**config.mk**
```make
export PLATFORM = sky130hd
export DESIGN_NAME = boot_splash_reset_gesture_sequencer_top
export DESIGN_NICKNAME = d
export VERILOG_FILES = /design/src/design/bsrg_pkg.sv /design/src/design/bsrg_cfg.sv /design/src/design/bsrg_div.sv /design/src/design/boot_splash_reset_gesture_sequencer_top.sv
export SDC_FILE = /design/constraint.sdc
export NUM_CORES = 1
export LEC_CHECK = 0
export CORE_MARGIN = 2
export CORE_UTILIZATION = 40
export CTS_CLUSTER_SIZE = 30
export DETAILED_ROUTE_END_ITERATION = 7
export DONT_BUFFER_PORTS = 1
export GPL_TIMING_DRIVEN = 1
export HOLD_SLACK_MARGIN = 0.03
export PLACE_DENSITY_LB_ADDON = 0.08
export SYNTH_ARGS = -nofsm -noshare
export SYNTH_HDL_FRONTEND = slang
export SYNTH_HIERARCHICAL = 1
export SYNTH_SLANG_ARGS = --single-unit
export TNS_END_PERCENT = 100
```
**constraint.sdc**
```tcl
create_clock -name clk -period 11.55 [get_ports clk]
set_input_delay 1.7325 -clock clk [delete_from_list [all_inputs] [get_ports clk]]
set_output_delay 1.7325 -clock clk [all_outputs]
set_load 0.05 [all_outputs]
```
**src/design/bsrg_pkg.sv**
```systemverilog
// shared types, codes and constants of the boot splash reset gesture sequencer
package bsrg_pkg;

    // widths
    localparam int unsigned TIME_W    = 32;
    localparam int unsigned CFG_W     = 16;
    localparam int unsigned SLOT_W    = 8;
    localparam int unsigned CFG_NUM   = 8;
    localparam int unsigned CFG_IDX_W = 3;
    localparam int unsigned PADDR_W   = 5;
    localparam int unsigned PDATA_W   = 32;

    // default number of test patterns
    localparam int unsigned PATTERN_COUNT_DEF = 4;

    // pattern slot before any pattern is drawn
    localparam logic [SLOT_W-1:0] SLOT_NONE = 8'hFF;

    // actions
    localparam logic [1:0] ACT_TICK      = 2'd0;
    localparam logic [1:0] ACT_BOOT      = 2'd1;
    localparam logic [1:0] ACT_ON_DEMAND = 2'd2;
    localparam logic [1:0] ACT_TAKE      = 2'd3;

    // stages
    localparam logic [2:0] STAGE_IDLE     = 3'd0;
    localparam logic [2:0] STAGE_SELFTEST = 3'd1;
    localparam logic [2:0] STAGE_LOGO     = 3'd2;
    localparam logic [2:0] STAGE_RESET    = 3'd3;
    localparam logic [2:0] STAGE_STUCK    = 3'd4;
    localparam logic [2:0] STAGE_DONE     = 3'd5;

    // drawn screens
    localparam logic [2:0] REDRAW_NONE    = 3'd0;
    localparam logic [2:0] REDRAW_PATTERN = 3'd1;
    localparam logic [2:0] REDRAW_LOGO    = 3'd2;
    localparam logic [2:0] REDRAW_RESET   = 3'd3;
    localparam logic [2:0] REDRAW_STUCK   = 3'd4;

    // register indexes
    localparam logic [CFG_IDX_W-1:0] REG_SELF_TEST_TIME     = 3'd0;
    localparam logic [CFG_IDX_W-1:0] REG_PATTERN_PERIOD     = 3'd1;
    localparam logic [CFG_IDX_W-1:0] REG_LOGO_TIME          = 3'd2;
    localparam logic [CFG_IDX_W-1:0] REG_RESET_HOLD_TIME    = 3'd3;
    localparam logic [CFG_IDX_W-1:0] REG_STUCK_DEADLINE     = 3'd4;
    localparam logic [CFG_IDX_W-1:0] REG_RESET_MESSAGE_TIME = 3'd5;
    localparam logic [CFG_IDX_W-1:0] REG_STUCK_MESSAGE_TIME = 3'd6;
    localparam logic [CFG_IDX_W-1:0] REG_ON_DEMAND_CEILING  = 3'd7;

    // register reset values
    localparam logic [CFG_W-1:0] RST_SELF_TEST_TIME     = 16'd600;
    localparam logic [CFG_W-1:0] RST_PATTERN_PERIOD     = 16'd200;
    localparam logic [CFG_W-1:0] RST_LOGO_TIME          = 16'd600;
    localparam logic [CFG_W-1:0] RST_RESET_HOLD_TIME    = 16'd3000;
    localparam logic [CFG_W-1:0] RST_STUCK_DEADLINE     = 16'd10000;
    localparam logic [CFG_W-1:0] RST_RESET_MESSAGE_TIME = 16'd2000;
    localparam logic [CFG_W-1:0] RST_STUCK_MESSAGE_TIME = 16'd2000;
    localparam logic [CFG_W-1:0] RST_ON_DEMAND_CEILING  = 16'd30000;

    // input item
    typedef struct packed {
        logic [1:0]        action;
        logic [TIME_W-1:0] now_ms;
        logic [TIME_W-1:0] boot_at_ms;
        logic [2:0]        boot_keys;
        logic              up_held;
        logic              any_key;
    } req_item_t;

    // result item
    typedef struct packed {
        logic [2:0]        stage;
        logic [2:0]        redraw;
        logic [SLOT_W-1:0] pattern_slot;
        logic              reset_taken;
    } rsp_item_t;

    // configuration registers
    typedef struct packed {
        logic [CFG_W-1:0] self_test_time;
        logic [CFG_W-1:0] pattern_period;
        logic [CFG_W-1:0] logo_time;
        logic [CFG_W-1:0] reset_hold_time;
        logic [CFG_W-1:0] stuck_deadline;
        logic [CFG_W-1:0] reset_message_time;
        logic [CFG_W-1:0] stuck_message_time;
        logic [CFG_W-1:0] on_demand_ceiling;
    } cfg_t;

    // divider handshake
    typedef struct packed {
        logic busy;
        logic done;
    } div_status_t;

    // remainder of an 8-bit slot by the pattern count, restoring bit steps
    function automatic logic [SLOT_W-1:0] slot_mod(input logic [SLOT_W-1:0] x,
                                                   input logic [SLOT_W-1:0] cnt);
        logic [SLOT_W:0] r;
        r = '0;
        if (cnt == '0)
        begin
            return '0;
        end
        for (int i = SLOT_W - 1; i >= 0; i--)
        begin
            r = {r[SLOT_W-1:0], x[i]};
            if (r >= {1'b0, cnt})
            begin
                r = r - {1'b0, cnt};
            end
        end
        return r[SLOT_W-1:0];
    endfunction

endpackage

```
**src/design/bsrg_cfg.sv**
```systemverilog
// configuration register file behind an apb-style port
module bsrg_cfg
(
    input  logic                           clk,
    input  logic                           rst_n,
    input  logic                           psel,
    input  logic                           penable,
    input  logic                           pwrite,
    input  logic [bsrg_pkg::PADDR_W-1:0]   paddr,
    input  logic [bsrg_pkg::PDATA_W-1:0]   pwdata,
    output logic [bsrg_pkg::PDATA_W-1:0]   prdata,
    output logic                           pready,
    output bsrg_pkg::cfg_t                 cfg
);

    bsrg_pkg::cfg_t                   cfg_reg;
    bsrg_pkg::cfg_t                   cfg_next;
    logic                             wr_en;
    logic [bsrg_pkg::CFG_IDX_W-1:0]   idx;
    logic [bsrg_pkg::CFG_W-1:0]       wval;
    logic [bsrg_pkg::CFG_W-1:0]       rval;

    assign pready = 1'b1;
    assign wr_en  = psel && penable && pwrite;
    assign idx    = paddr[bsrg_pkg::PADDR_W-1:2];
    assign wval   = pwdata[bsrg_pkg::CFG_W-1:0];
    assign cfg    = cfg_reg;

    // register write decode
    always_comb
    begin
        cfg_next = cfg_reg;
        if (wr_en)
        begin
            unique case (idx)
                bsrg_pkg::REG_SELF_TEST_TIME:     cfg_next.self_test_time     = wval;
                bsrg_pkg::REG_PATTERN_PERIOD:     cfg_next.pattern_period     = wval;
                bsrg_pkg::REG_LOGO_TIME:          cfg_next.logo_time          = wval;
                bsrg_pkg::REG_RESET_HOLD_TIME:    cfg_next.reset_hold_time    = wval;
                bsrg_pkg::REG_STUCK_DEADLINE:     cfg_next.stuck_deadline     = wval;
                bsrg_pkg::REG_RESET_MESSAGE_TIME: cfg_next.reset_message_time = wval;
                bsrg_pkg::REG_STUCK_MESSAGE_TIME: cfg_next.stuck_message_time = wval;
                bsrg_pkg::REG_ON_DEMAND_CEILING:  cfg_next.on_demand_ceiling  = wval;
                default:                          cfg_next = cfg_reg;
            endcase
        end
    end

    // read mux
    always_comb
    begin
        unique case (idx)
            bsrg_pkg::REG_SELF_TEST_TIME:     rval = cfg_reg.self_test_time;
            bsrg_pkg::REG_PATTERN_PERIOD:     rval = cfg_reg.pattern_period;
            bsrg_pkg::REG_LOGO_TIME:          rval = cfg_reg.logo_time;
            bsrg_pkg::REG_RESET_HOLD_TIME:    rval = cfg_reg.reset_hold_time;
            bsrg_pkg::REG_STUCK_DEADLINE:     rval = cfg_reg.stuck_deadline;
            bsrg_pkg::REG_RESET_MESSAGE_TIME: rval = cfg_reg.reset_message_time;
            bsrg_pkg::REG_STUCK_MESSAGE_TIME: rval = cfg_reg.stuck_message_time;
            bsrg_pkg::REG_ON_DEMAND_CEILING:  rval = cfg_reg.on_demand_ceiling;
            default:                          rval = '0;
        endcase
    end

    assign prdata = {{(bsrg_pkg::PDATA_W - bsrg_pkg::CFG_W){1'b0}}, rval};

    // registers
    always_ff @(posedge clk or negedge rst_n)
    begin
        if (!rst_n)
        begin
            cfg_reg.self_test_time     <= bsrg_pkg::RST_SELF_TEST_TIME;
            cfg_reg.pattern_period     <= bsrg_pkg::RST_PATTERN_PERIOD;
            cfg_reg.logo_time          <= bsrg_pkg::RST_LOGO_TIME;
            cfg_reg.reset_hold_time    <= bsrg_pkg::RST_RESET_HOLD_TIME;
            cfg_reg.stuck_deadline     <= bsrg_pkg::RST_STUCK_DEADLINE;
            cfg_reg.reset_message_time <= bsrg_pkg::RST_RESET_MESSAGE_TIME;
            cfg_reg.stuck_message_time <= bsrg_pkg::RST_STUCK_MESSAGE_TIME;
            cfg_reg.on_demand_ceiling  <= bsrg_pkg::RST_ON_DEMAND_CEILING;
        end
        else
        begin
            cfg_reg <= cfg_next;
        end
    end

endmodule

```
**src/design/bsrg_div.sv**
```systemverilog
// bit-serial restoring divider, keeps the low slot bits of the quotient
module bsrg_div
(
    input  logic                          clk,
    input  logic                          rst_n,
    input  logic                          start,
    input  logic [bsrg_pkg::TIME_W-1:0]   dividend,
    input  logic [bsrg_pkg::CFG_W-1:0]    divisor,
    output bsrg_pkg::div_status_t         status,
    output logic [bsrg_pkg::SLOT_W-1:0]   quot
);

    localparam int unsigned CNT_W = $clog2(bsrg_pkg::TIME_W);
    localparam logic [CNT_W-1:0] CNT_LAST = CNT_W'(bsrg_pkg::TIME_W - 1);

    logic                          busy_reg, busy_next;
    logic                          done_reg, done_next;
    logic [CNT_W-1:0]              cnt_reg, cnt_next;
    logic [bsrg_pkg::TIME_W-1:0]   num_reg, num_next;
    logic [bsrg_pkg::CFG_W-1:0]    den_reg, den_next;
    logic [bsrg_pkg::CFG_W-1:0]    rem_reg, rem_next;
    logic [bsrg_pkg::SLOT_W-1:0]   quot_reg, quot_next;
    logic [bsrg_pkg::CFG_W:0]      trial;
    logic [bsrg_pkg::CFG_W:0]      diff;
    logic                          ge;

    // one quotient bit per cycle
    assign trial = {rem_reg, num_reg[bsrg_pkg::TIME_W-1]};
    assign diff  = trial - {1'b0, den_reg};
    assign ge    = (trial >= {1'b0, den_reg});

    always_comb
    begin
        busy_next = busy_reg;
        done_next = 1'b0;
        cnt_next  = cnt_reg;
        num_next  = num_reg;
        den_next  = den_reg;
        rem_next  = rem_reg;
        quot_next = quot_reg;
        if (start)
        begin
            busy_next = 1'b1;
            cnt_next  = '0;
            num_next  = dividend;
            den_next  = divisor;
            rem_next  = '0;
            quot_next = '0;
        end
        else if (busy_reg)
        begin
            rem_next  = ge ? diff[bsrg_pkg::CFG_W-1:0] : trial[bsrg_pkg::CFG_W-1:0];
            quot_next = {quot_reg[bsrg_pkg::SLOT_W-2:0], ge};
            num_next  = {num_reg[bsrg_pkg::TIME_W-2:0], 1'b0};
            cnt_next  = cnt_reg + 1'b1;
            if (cnt_reg == CNT_LAST)
            begin
                busy_next = 1'b0;
                done_next = 1'b1;
            end
        end
    end

    always_ff @(posedge clk or negedge rst_n)
    begin
        if (!rst_n)
        begin
            busy_reg <= 1'b0;
            done_reg <= 1'b0;
            cnt_reg  <= '0;
        end
        else
        begin
            busy_reg <= busy_next;
            done_reg <= done_next;
            cnt_reg  <= cnt_next;
        end
    end

    // datapath, no reset
    always_ff @(posedge clk)
    begin
        num_reg  <= num_next;
        den_reg  <= den_next;
        rem_reg  <= rem_next;
        quot_reg <= quot_next;
    end

    assign status.busy = busy_reg;
    assign status.done = done_reg;
    assign quot        = quot_reg;

endmodule

```
**src/design/boot_splash_reset_gesture_sequencer_top.sv**
```systemverilog
// top level of the boot splash sequencer with factory-reset gesture
//
//   channel  direction  handshake                   payload
//   req      in         req_valid / req_stall       req_item (bsrg_pkg::req_item_t)
//   rsp      out        rsp_valid / rsp_stall       rsp_item (bsrg_pkg::rsp_item_t)
//   cfg      in         psel penable pwrite pready  paddr pwdata prdata
//
// a tick during self-test first runs the 32-step serial divider that finds the pattern
// slot, then the sequencer finishes it; every other item goes straight to the finish state.
// req_stall stays high from acceptance until the result is loaded.
// a result stalled on rsp holds its register; the next item is accepted meanwhile
// and waits for the register before it finishes.
// rst_n clears the stage, flags and control registers to their power-on values.
module boot_splash_reset_gesture_sequencer_top
#(
    parameter int unsigned PATTERN_COUNT = bsrg_pkg::PATTERN_COUNT_DEF
)
(
    input  logic                          clk,
    input  logic                          rst_n,
    input  logic                          req_valid,
    output logic                          req_stall,
    input  bsrg_pkg::req_item_t           req_item,
    output logic                          rsp_valid,
    input  logic                          rsp_stall,
    output bsrg_pkg::rsp_item_t           rsp_item,
    input  logic                          psel,
    input  logic                          penable,
    input  logic                          pwrite,
    input  logic [bsrg_pkg::PADDR_W-1:0]  paddr,
    input  logic [bsrg_pkg::PDATA_W-1:0]  pwdata,
    output logic [bsrg_pkg::PDATA_W-1:0]  prdata,
    output logic                          pready
);

    localparam logic [bsrg_pkg::SLOT_W-1:0] PAT_CNT = bsrg_pkg::SLOT_W'(PATTERN_COUNT);

    // sequencer states
    localparam logic [1:0] S_IDLE = 2'd0;
    localparam logic [1:0] S_DIV  = 2'd1;
    localparam logic [1:0] S_FIN  = 2'd2;

    bsrg_pkg::cfg_t                 cfg;
    bsrg_pkg::div_status_t          div_st;
    logic [bsrg_pkg::SLOT_W-1:0]    quot;
    logic                           div_start;
    logic [bsrg_pkg::TIME_W-1:0]    div_num;
    logic [bsrg_pkg::CFG_W-1:0]     period;

    logic [1:0]                     fsm_reg, fsm_next;
    bsrg_pkg::req_item_t            item_reg;
    logic                           accept;
    logic                           commit;

    logic [2:0]                     stage_reg, stage_next;
    logic [bsrg_pkg::TIME_W-1:0]    boot_time_reg, boot_time_next;
    logic [bsrg_pkg::TIME_W-1:0]    stage_start_reg, stage_start_next;
    logic [bsrg_pkg::SLOT_W-1:0]    shown_reg, shown_next;
    logic                           on_demand_reg, on_demand_next;
    logic                           exit_armed_reg, exit_armed_next;
    logic                           cand_reg, cand_next;
    logic                           pend_reg, pend_next;
    logic [2:0]                     redraw;
    logic                           taken;

    logic                           rsp_valid_reg, rsp_valid_next;
    bsrg_pkg::rsp_item_t            rsp_item_reg;

    logic [bsrg_pkg::TIME_W-1:0]    held;
    logic [bsrg_pkg::TIME_W-1:0]    since_boot;
    logic                           gesture_go;
    logic                           od_exit;

    bsrg_cfg u_cfg
    (
        .clk     (clk),
        .rst_n   (rst_n),
        .psel    (psel),
        .penable (penable),
        .pwrite  (pwrite),
        .paddr   (paddr),
        .pwdata  (pwdata),
        .prdata  (prdata),
        .pready  (pready),
        .cfg     (cfg)
    );

    // stage time divided by the pattern period, zero period counts as one
    assign period    = (cfg.pattern_period == '0) ? bsrg_pkg::CFG_W'(1) : cfg.pattern_period;
    assign div_num   = req_item.now_ms - stage_start_reg;
    assign accept    = req_valid && !req_stall;
    assign div_start = accept && (req_item.action == bsrg_pkg::ACT_TICK)
                       && (stage_reg == bsrg_pkg::STAGE_SELFTEST);

    bsrg_div u_div
    (
        .clk      (clk),
        .rst_n    (rst_n),
        .start    (div_start),
        .dividend (div_num),
        .divisor  (period),
        .status   (div_st),
        .quot     (quot)
    );

    // sequencer
    assign req_stall = (fsm_reg != S_IDLE);
    assign commit    = (fsm_reg == S_FIN) && (!rsp_valid_reg || !rsp_stall);

    always_comb
    begin
        fsm_next = fsm_reg;
        unique case (fsm_reg)
            S_IDLE:
            begin
                if (accept)
                begin
                    fsm_next = div_start ? S_DIV : S_FIN;
                end
            end
            S_DIV:
            begin
                if (div_st.done)
                begin
                    fsm_next = S_FIN;
                end
            end
            S_FIN:
            begin
                if (commit)
                begin
                    fsm_next = S_IDLE;
                end
            end
            default: fsm_next = S_IDLE;
        endcase
    end

    // time differences and gesture checks
    assign held       = item_reg.now_ms - stage_start_reg;
    assign since_boot = item_reg.now_ms - boot_time_reg;
    assign gesture_go = cand_reg && item_reg.up_held
                        && (since_boot >= {16'd0, cfg.reset_hold_time});
    assign od_exit    = ((exit_armed_reg || !item_reg.any_key) && item_reg.any_key)
                        || (held >= {16'd0, cfg.on_demand_ceiling});

    // step update
    always_comb
    begin
        stage_next       = stage_reg;
        boot_time_next   = boot_time_reg;
        stage_start_next = stage_start_reg;
        shown_next       = shown_reg;
        on_demand_next   = on_demand_reg;
        exit_armed_next  = exit_armed_reg;
        cand_next        = cand_reg;
        pend_next        = pend_reg;
        redraw           = bsrg_pkg::REDRAW_NONE;
        taken            = 1'b0;
        unique case (item_reg.action)
            bsrg_pkg::ACT_TICK:
            begin
                unique case (stage_reg)
                    bsrg_pkg::STAGE_SELFTEST:
                    begin
                        if (on_demand_reg && !item_reg.any_key)
                        begin
                            exit_armed_next = 1'b1;
                        end
                        if (on_demand_reg && od_exit)
                        begin
                            stage_next       = bsrg_pkg::STAGE_DONE;
                            stage_start_next = item_reg.now_ms;
                        end
                        else
                        begin
                            if (!on_demand_reg && (held >= {16'd0, cfg.self_test_time}))
                            begin
                                stage_next       = bsrg_pkg::STAGE_LOGO;
                                stage_start_next = item_reg.now_ms;
                                redraw           = bsrg_pkg::REDRAW_LOGO;
                            end
                            else if (quot != shown_reg)
                            begin
                                shown_next = bsrg_pkg::slot_mod(quot, PAT_CNT);
                                redraw     = bsrg_pkg::REDRAW_PATTERN;
                            end
                            // gesture check
                            if (cand_reg && !item_reg.up_held)
                            begin
                                cand_next = 1'b0;
                            end
                            else if (gesture_go)
                            begin
                                stage_next       = bsrg_pkg::STAGE_RESET;
                                stage_start_next = item_reg.now_ms;
                                redraw           = bsrg_pkg::REDRAW_RESET;
                            end
                        end
                    end
                    bsrg_pkg::STAGE_LOGO:
                    begin
                        if (cand_reg && !item_reg.up_held)
                        begin
                            cand_next = 1'b0;
                        end
                        if (gesture_go)
                        begin
                            stage_next       = bsrg_pkg::STAGE_RESET;
                            stage_start_next = item_reg.now_ms;
                            redraw           = bsrg_pkg::REDRAW_RESET;
                        end
                        else if (!(cand_reg && item_reg.up_held)
                                 && (held >= {16'd0, cfg.logo_time}))
                        begin
                            stage_next       = bsrg_pkg::STAGE_DONE;
                            stage_start_next = item_reg.now_ms;
                        end
                    end
                    bsrg_pkg::STAGE_RESET:
                    begin
                        if (item_reg.up_held)
                        begin
                            if (since_boot >= {16'd0, cfg.stuck_deadline})
                            begin
                                cand_next        = 1'b0;
                                stage_next       = bsrg_pkg::STAGE_STUCK;
                                stage_start_next = item_reg.now_ms;
                                redraw           = bsrg_pkg::REDRAW_STUCK;
                            end
                        end
                        else if (held >= {16'd0, cfg.reset_message_time})
                        begin
                            pend_next        = cand_reg;
                            cand_next        = 1'b0;
                            stage_next       = bsrg_pkg::STAGE_DONE;
                            stage_start_next = item_reg.now_ms;
                        end
                    end
                    bsrg_pkg::STAGE_STUCK:
                    begin
                        if (held >= {16'd0, cfg.stuck_message_time})
                        begin
                            stage_next       = bsrg_pkg::STAGE_DONE;
                            stage_start_next = item_reg.now_ms;
                        end
                    end
                    default:
                    begin
                        stage_next = stage_reg;
                    end
                endcase
            end
            bsrg_pkg::ACT_BOOT:
            begin
                boot_time_next   = item_reg.boot_at_ms;
                on_demand_next   = 1'b0;
                exit_armed_next  = 1'b0;
                pend_next        = 1'b0;
                cand_next        = (item_reg.boot_keys == 3'b001);
                shown_next       = '0;
                stage_next       = bsrg_pkg::STAGE_SELFTEST;
                stage_start_next = item_reg.now_ms;
                redraw           = bsrg_pkg::REDRAW_PATTERN;
            end
            bsrg_pkg::ACT_ON_DEMAND:
            begin
                boot_time_next   = item_reg.now_ms;
                on_demand_next   = 1'b1;
                exit_armed_next  = 1'b0;
                pend_next        = 1'b0;
                cand_next        = 1'b0;
                shown_next       = '0;
                stage_next       = bsrg_pkg::STAGE_SELFTEST;
                stage_start_next = item_reg.now_ms;
                redraw           = bsrg_pkg::REDRAW_PATTERN;
            end
            bsrg_pkg::ACT_TAKE:
            begin
                taken     = pend_reg;
                pend_next = 1'b0;
            end
            default:
            begin
                taken = 1'b0;
            end
        endcase
    end

    // output register
    always_comb
    begin
        rsp_valid_next = rsp_valid_reg;
        if (commit)
        begin
            rsp_valid_next = 1'b1;
        end
        else if (rsp_valid_reg && !rsp_stall)
        begin
            rsp_valid_next = 1'b0;
        end
    end

    // control state
    always_ff @(posedge clk or negedge rst_n)
    begin
        if (!rst_n)
        begin
            fsm_reg         <= S_IDLE;
            rsp_valid_reg   <= 1'b0;
            stage_reg       <= bsrg_pkg::STAGE_IDLE;
            boot_time_reg   <= '0;
            stage_start_reg <= '0;
            shown_reg       <= bsrg_pkg::SLOT_NONE;
            on_demand_reg   <= 1'b0;
            exit_armed_reg  <= 1'b0;
            cand_reg        <= 1'b0;
            pend_reg        <= 1'b0;
        end
        else
        begin
            fsm_reg       <= fsm_next;
            rsp_valid_reg <= rsp_valid_next;
            if (commit)
            begin
                stage_reg       <= stage_next;
                boot_time_reg   <= boot_time_next;
                stage_start_reg <= stage_start_next;
                shown_reg       <= shown_next;
                on_demand_reg   <= on_demand_next;
                exit_armed_reg  <= exit_armed_next;
                cand_reg        <= cand_next;
                pend_reg        <= pend_next;
            end
        end
    end

    // payload registers
    always_ff @(posedge clk)
    begin
        if (accept)
        begin
            item_reg <= req_item;
        end
        if (commit)
        begin
            rsp_item_reg.stage        <= stage_next;
            rsp_item_reg.redraw       <= redraw;
            rsp_item_reg.pattern_slot <= shown_next;
            rsp_item_reg.reset_taken  <= taken;
        end
    end

    assign rsp_valid = rsp_valid_reg;
    assign rsp_item  = rsp_item_reg;

endmodule

```
# Word-level counts from Yosys, hierarchy flattened
# Cells that the tools add are included.
# Widths: inputs -> output; s select.
[word_totals]
inputBits = 115
output_inout_bits = 50
wordCells = 251
ff_bits = 375
[classes]
muxes = 105
reduce_logical = 52
eq_ne = 34
order_cmp = 14
n_addsub = 11
[ops]
columns = ["op", "count"]
rows = [
  ["$mux 32", 12],
  ["$mux 8", 35],
  ["$ge 32x16->1", 7],
  ["$pmux 16 s8", 1],
  ["$pmux 32 s2", 2],
  ["$pmux 32 s4", 1],
  ["$sub 32x32->32", 3],
  ["$ge 9x3->1 const B", 5],
  ["$mux 3", 15],
  ["$sub 8x3->8 const B", 5],
  ["$mux 1", 19],
  ["$reduce_and 2->1", 9],
  ["$ge 17x16->1", 1],
  ["$logic_not 16->1", 1],
  ["$mux 16", 1],
  ["$pmux 8 s2", 1],
  ["$sub 16x16->16", 1],
  ["$eq 3x3->1 const B", 5],
  ["$logic_and 1x1->1", 15],
  ["$eq 3x2->1 const B", 4],
  ["$mux 2", 6],
  ["$ne 2x2->1 const B", 6],
  ["$ne 4x4->1 const B", 3],
  ["$pmux 3 s2", 2],
  ["30 further kinds", 56],
]

# Logic depth before layout (Yosys ltp)
[depth]
word_depth = 43
mapped_depth = 24
depth_no_buf = 23

# By module
# The synthesis kept the hierarchy.
[by_module_without_submodules]
columns = ["module", "area_each_um2", "cells_each", "instances", "seq_area_each_um2"]
rows = [
  ["boot_splash_reset_gesture_sequencer_top", 16037.9, 1840, 1, 4644.5],
  ["bsrg_cfg", 6074.6, 436, 1, 3255.6],
  ["bsrg_div", 4151.5, 371, 1, 2097.0],
]

# Worst setup path before layout
# Ideal clock, no wire load.
[synth_path]
kind = "input -> register"
from = "input port req_valid"
to = "register u_div/num_reg[0] (netlist name), enable pin"
setup_time_ns = 0.375
slack_ns = 3.541
arrival_time_ns = 7.634
n_path_buf = 3
cell_stages = 8
required_ns = 11.175
cell_sequence = "inv_1 > nor2_1 > nand2_1 > nor3_1 > clkbuf_1 > clkbuf_1 > clkbuf_1 > or2_2"
[synth_via]
elab_chain_cells = 4
[synth_rtl]
columns = ["element", "line_no", "rtl"]
rows = [
  ["start, declared", "boot_splash_reset_gesture_sequencer_top.sv:21", "input logic req_valid,"],
  ["$logic_and 1x1->1", "boot_splash_reset_gesture_sequencer_top.sv:91", "assign accept = req_valid && !req_stall;"],
  ["net accept", "boot_splash_reset_gesture_sequencer_top.sv:52", "logic accept;"],
  ["$logic_and 1x1->1", "boot_splash_reset_gesture_sequencer_top.sv:92", "assign div_start = accept && (req_item.action == bsrg_pkg::ACT_TICK)"],
  ["$logic_and 1x1->1", "boot_splash_reset_gesture_sequencer_top.sv:93", "&& (stage_reg == bsrg_pkg::STAGE_SELFTEST);"],
  ["net div_start", "boot_splash_reset_gesture_sequencer_top.sv:46", "logic div_start;"],
  ["$reduce_bool 2->1 (no source line)", "n/a", ""],
  ["end signal, assigned", "bsrg_div.sv:83", "num_reg <= num_next;"],
  ["end, declared", "bsrg_div.sv:19", "logic [bsrg_pkg::TIME_W-1:0] num_reg, num_next;"],
]
# The timed path passes the listed nets, and every way through them passes these cells.
# A chain may end at the register's enable or synchronous reset.

# Worst setup path in the final report
[layout_path]
from = "register item_reg[37] (netlist name)"
to = "register shown_reg[6] (netlist name)"
[layout_via]
elab_chain_cells = 7
elab_cells_between_ends = 10
classes_between = "add/sub (1); order compare (2); mux (4); reduce/logical (3)"
[layout_rtl]
columns = ["element", "line_no", "rtl"]
rows = [
  ["start, declared", "boot_splash_reset_gesture_sequencer_top.sv:51", "bsrg_pkg::req_item_t item_reg;"],
  ["start signal, assigned", "boot_splash_reset_gesture_sequencer_top.sv:343", "item_reg <= req_item;"],
  ["$sub 32x32->32 *", "boot_splash_reset_gesture_sequencer_top.sv:140", "assign held = item_reg.now_ms - stage_start_reg;"],
  ["$ge 32x16->1 (on tied branches)", "boot_splash_reset_gesture_sequencer_top.sv:177, boot_splash_reset_gesture_sequencer_top.sv:145", ""],
  ["$logic_and 1x1->1 / $logic_or 1x1->1 (equally long branches)", "boot_splash_reset_gesture_sequencer_top.sv:177, boot_splash_reset_gesture_sequencer_top.sv:145", ""],
  ["$mux 8 / $logic_and 1x1->1 (equally long branches)", "boot_splash_reset_gesture_sequencer_top.sv:177, boot_splash_reset_gesture_sequencer_top.sv:170", ""],
  ["$mux 8 *", "boot_splash_reset_gesture_sequencer_top.sv:170", "if (on_demand_reg && od_exit)"],
  ["$mux 8 *", "boot_splash_reset_gesture_sequencer_top.sv:163", "unique case (stage_reg)"],
  ["$pmux 8 s2 *", "boot_splash_reset_gesture_sequencer_top.sv:160", "unique case (item_reg.action)"],
  ["end signal, assigned", "boot_splash_reset_gesture_sequencer_top.sv:314", "shown_reg <= bsrg_pkg::SLOT_NONE;"],
  ["end signal, assigned", "boot_splash_reset_gesture_sequencer_top.sv:329", "shown_reg <= shown_next;"],
  ["end, declared", "boot_splash_reset_gesture_sequencer_top.sv:58", "logic [bsrg_pkg::SLOT_W-1:0] shown_reg, shown_next;"],
]
# Mark *: on every way between the ends. The rest lies on a longest branch, timed or not.

==> results.yml <==
final_layout:
  area_growth_pct: 9.06
  layout.cells.non_filler: 3504
  finalInstanceArea_sq_um: 28600
  mostFrequentLayoutCell: "inv_1"
  drive_gt1_share_pct: 14.9
  multi_input_area_sq_um: 14800
  regArea_sq_um: 10000
  n_fill_cell: 6230
  final_cell_mix: "inv_1, ha_1, dfrtp_1"
  largest_register_ff_count: 128
  nNetsFinal: 2964
route:
  wl_mm: 69.5
  drc: 0
  viasPerCell: 5.54
  first_pass_iters: 5
  antenna_left: 0
  vias: 19397
  drt_iter0_markers: 1174
  wl_per_cell_um: 19.8
synth:
  yosysWarnings: 6
  syn_area_sq_um: 26300
  syn-mean-instance-area_sq_um: 9.92
  syn_inst: 2646
pwr:
  intPower_mw: 5.12
  p_seq_share_pct: 24.5
  p_per_area_nw_per_um2: 323
  swShare_pct: 44.7
  p_sw_mw: 4.14
  ir_worst_vdd_uv: 126
  clkPwrFrac_pct: 17.5
  finalPower_mw: 9.26
  power_frac_comb_pct: 58.1
  power_leakage_nw: 12.3
clock_tree:
  cts_hold_buf: 0
  path_clk_slew_ps: 60
  cts_tree: "yes"
  clkLatencyLatePin_ps: 590
  root_buffer: "clkbuf_16"
  cts_resized: 0
  h-tree-depth: 2
  post-cts-setup-buffer-count: 0
  clock_sinks: 375
  numCtsBuffers: 49
  clockBufferDepth: 3
floorplan:
  ioPinCount: 165
  dieArea_sq_um: 67700
  rows: 93
  core-area_sq_um: 64700
  start_util_pct: 40.6
  die_x_um: 260
  die_y_um: 260
status:
  run_status: "finished, final reports clean"
critical_path:
  worstPathCellList: "inv_1 > ha_1 > inv_1 > fa_1 > a211oi_1 > o211a_1 > o31ai_1 > xor2_1 > ha_1 > a21oi_1 > nor2b_1 > o21ai_0 > nand2b_1 > a221o_1 > a211o_1 > a21oi_1 > nand4b_1 > nor2_1 > a211oi_1 > a211oi_1"
  cpPeakStageDelay_ps: 660
  critPathMostFrequentCell: "a211oi_1"
  rrSetupSlack_ps: 5650
  worstPathMaxFanout: 13
  worst_path_max_delay_cell: "xor2_1"
  crit_buf_inv: 2
  crit_path_start: "item_reg[37]$_DFFE_PP_"
  critPathCaptureType: "flop"
  reg2reg_from: "item_reg[37]$_DFFE_PP_"
  setup.worst_path.end: "shown_reg[6]$_DFFE_PN1P_"
  cp_top_family: "compound AO/OA/AOI/OAI gates"
  crit_type: "flop to flop"
  reg2reg_depth: 20
  worstReg2RegEnd: "shown_reg[6]$_DFFE_PN1P_"
  cp_data_required_time_ps: 12030
  crit_cells: 20
  crit_path_start_kind: "flop"
  arrival_ps: 6390
timing:
  setup_viol_count_final: 0
  max_clock_freq_ghz: 0.169
  min_period_over_period_pct: 51.1
  slew_viol_final: 0
  fin_tns_setup_ps: 0
  post-route-min-period_ps: 5900
  hold_ws_ps: 471
  fin_skew_ps: 18.2
  hold_viol_final: 0
  worst_pin_slew_ps: 1230
  rsz0062_at_grt: "no"
  slew_headroom_pct: 17.9
hold_path:
  hold_path_class: "flop to flop"
placed_design:
  dp.cells: 3411
  place_area_sq_um: 26900
  dp_hpwl_mm: 51.6
  place_congestion: 0.891
  portBuffers: 0
global_routing:
  grt.overflow.total: 0
  grt_usage_pct: 20.5
  grt_pass1_wl_mm: 110
  antenna_found_initial: 0
  grt_pass1_vias: 19544
  grt_max_degree: 218
flow_run:
  maxCapViolations: 0
==> worst min-delay path by stage <==
stage                     slack, ps  cells past startpoint                            to                         start
after CTS                       480                      1        fsm_reg[0]$_DFFE_PN0P_        fsm_reg[1]$_DFFE_PN0P_
after global routing            500                      2  boot_time_reg[6]$_DFFE_PN0P_  boot_time_reg[6]$_DFFE_PN0P_
after global placement          450                      1        fsm_reg[0]$_DFFE_PN0P_        fsm_reg[1]$_DFFE_PN0P_
final                           470                      1        fsm_reg[0]$_DFFE_PN0P_        fsm_reg[1]$_DFFE_PN0P_
after floorplan                 440                      1        fsm_reg[0]$_DFFE_PN0P_        fsm_reg[1]$_DFFE_PN0P_
after detailed placement        470                      1        fsm_reg[0]$_DFFE_PN0P_        fsm_reg[1]$_DFFE_PN0P_
==> routing by layer <==
metal	global-route usage, %	vias up	part of all wire, %
met5	0	-	0
met4	4.90	0	2.0
met3	3.50	82	4.5
met2	34.1	357	46
met1	27.7	9413	47
li1	-	9545	-
==> power by group through the flow <==
| stage | Clock, mW | Combinational, mW | Sequential [mW] |
|---|---|---|---|
| 6_report | 1.62 | 5.37 | 2.27 |
| 5_1_grt | 1.72 | 6.09 | 2.33 |
| 4_1_cts | 1.66 | 5.40 | 2.27 |
| 3_5_place_dp | 0 | 5.36 | 2.29 |
| 3_3_place_gp | 0 | 5.26 | 2.28 |
| 2_1_floorplan | 0 | 4.11 | 2.16 |
==> layout make-up <==
class | instances | share of cell area [%]
antenna | 1 | 0.00874
clock buffer | 61 | 4.77
clock inverter | 31 | 1.24
inverter | 266 | 3.49
multi-input combinational | 1902 | 51.5
sequential | 375 | 34.9
tap | 855 | 3.74
timing repair buffer | 13 | 0.341
==> stage by stage <==
step	utilization, %	setup WS (ps)
floorplan	-	3540
detailed placement	41.6	5720
global placement	41.6	5820
global route	44.3	5240
CTS	44.3	5690
finish	44.3	5650
==> worst register-to-register path, cell delays in order, from the launching register on <==
cell	delay [ps]
edfxtp_1	420
inv_1	120
ha_1	170
inv_1	50
fa_1	420
a211oi_1	370
o211a_1	310
o31ai_1	110
xor2_1	660
ha_1	390
a21oi_1	130
nor2b_1	60
o21ai_0	180
nand2b_1	80
a221o_1	350
a211o_1	280
a21oi_1	200
nand4b_1	510
nor2_1	630
a211oi_1	100
a211oi_1	260
Note: power is estimated with default switching activity, not from simulation.
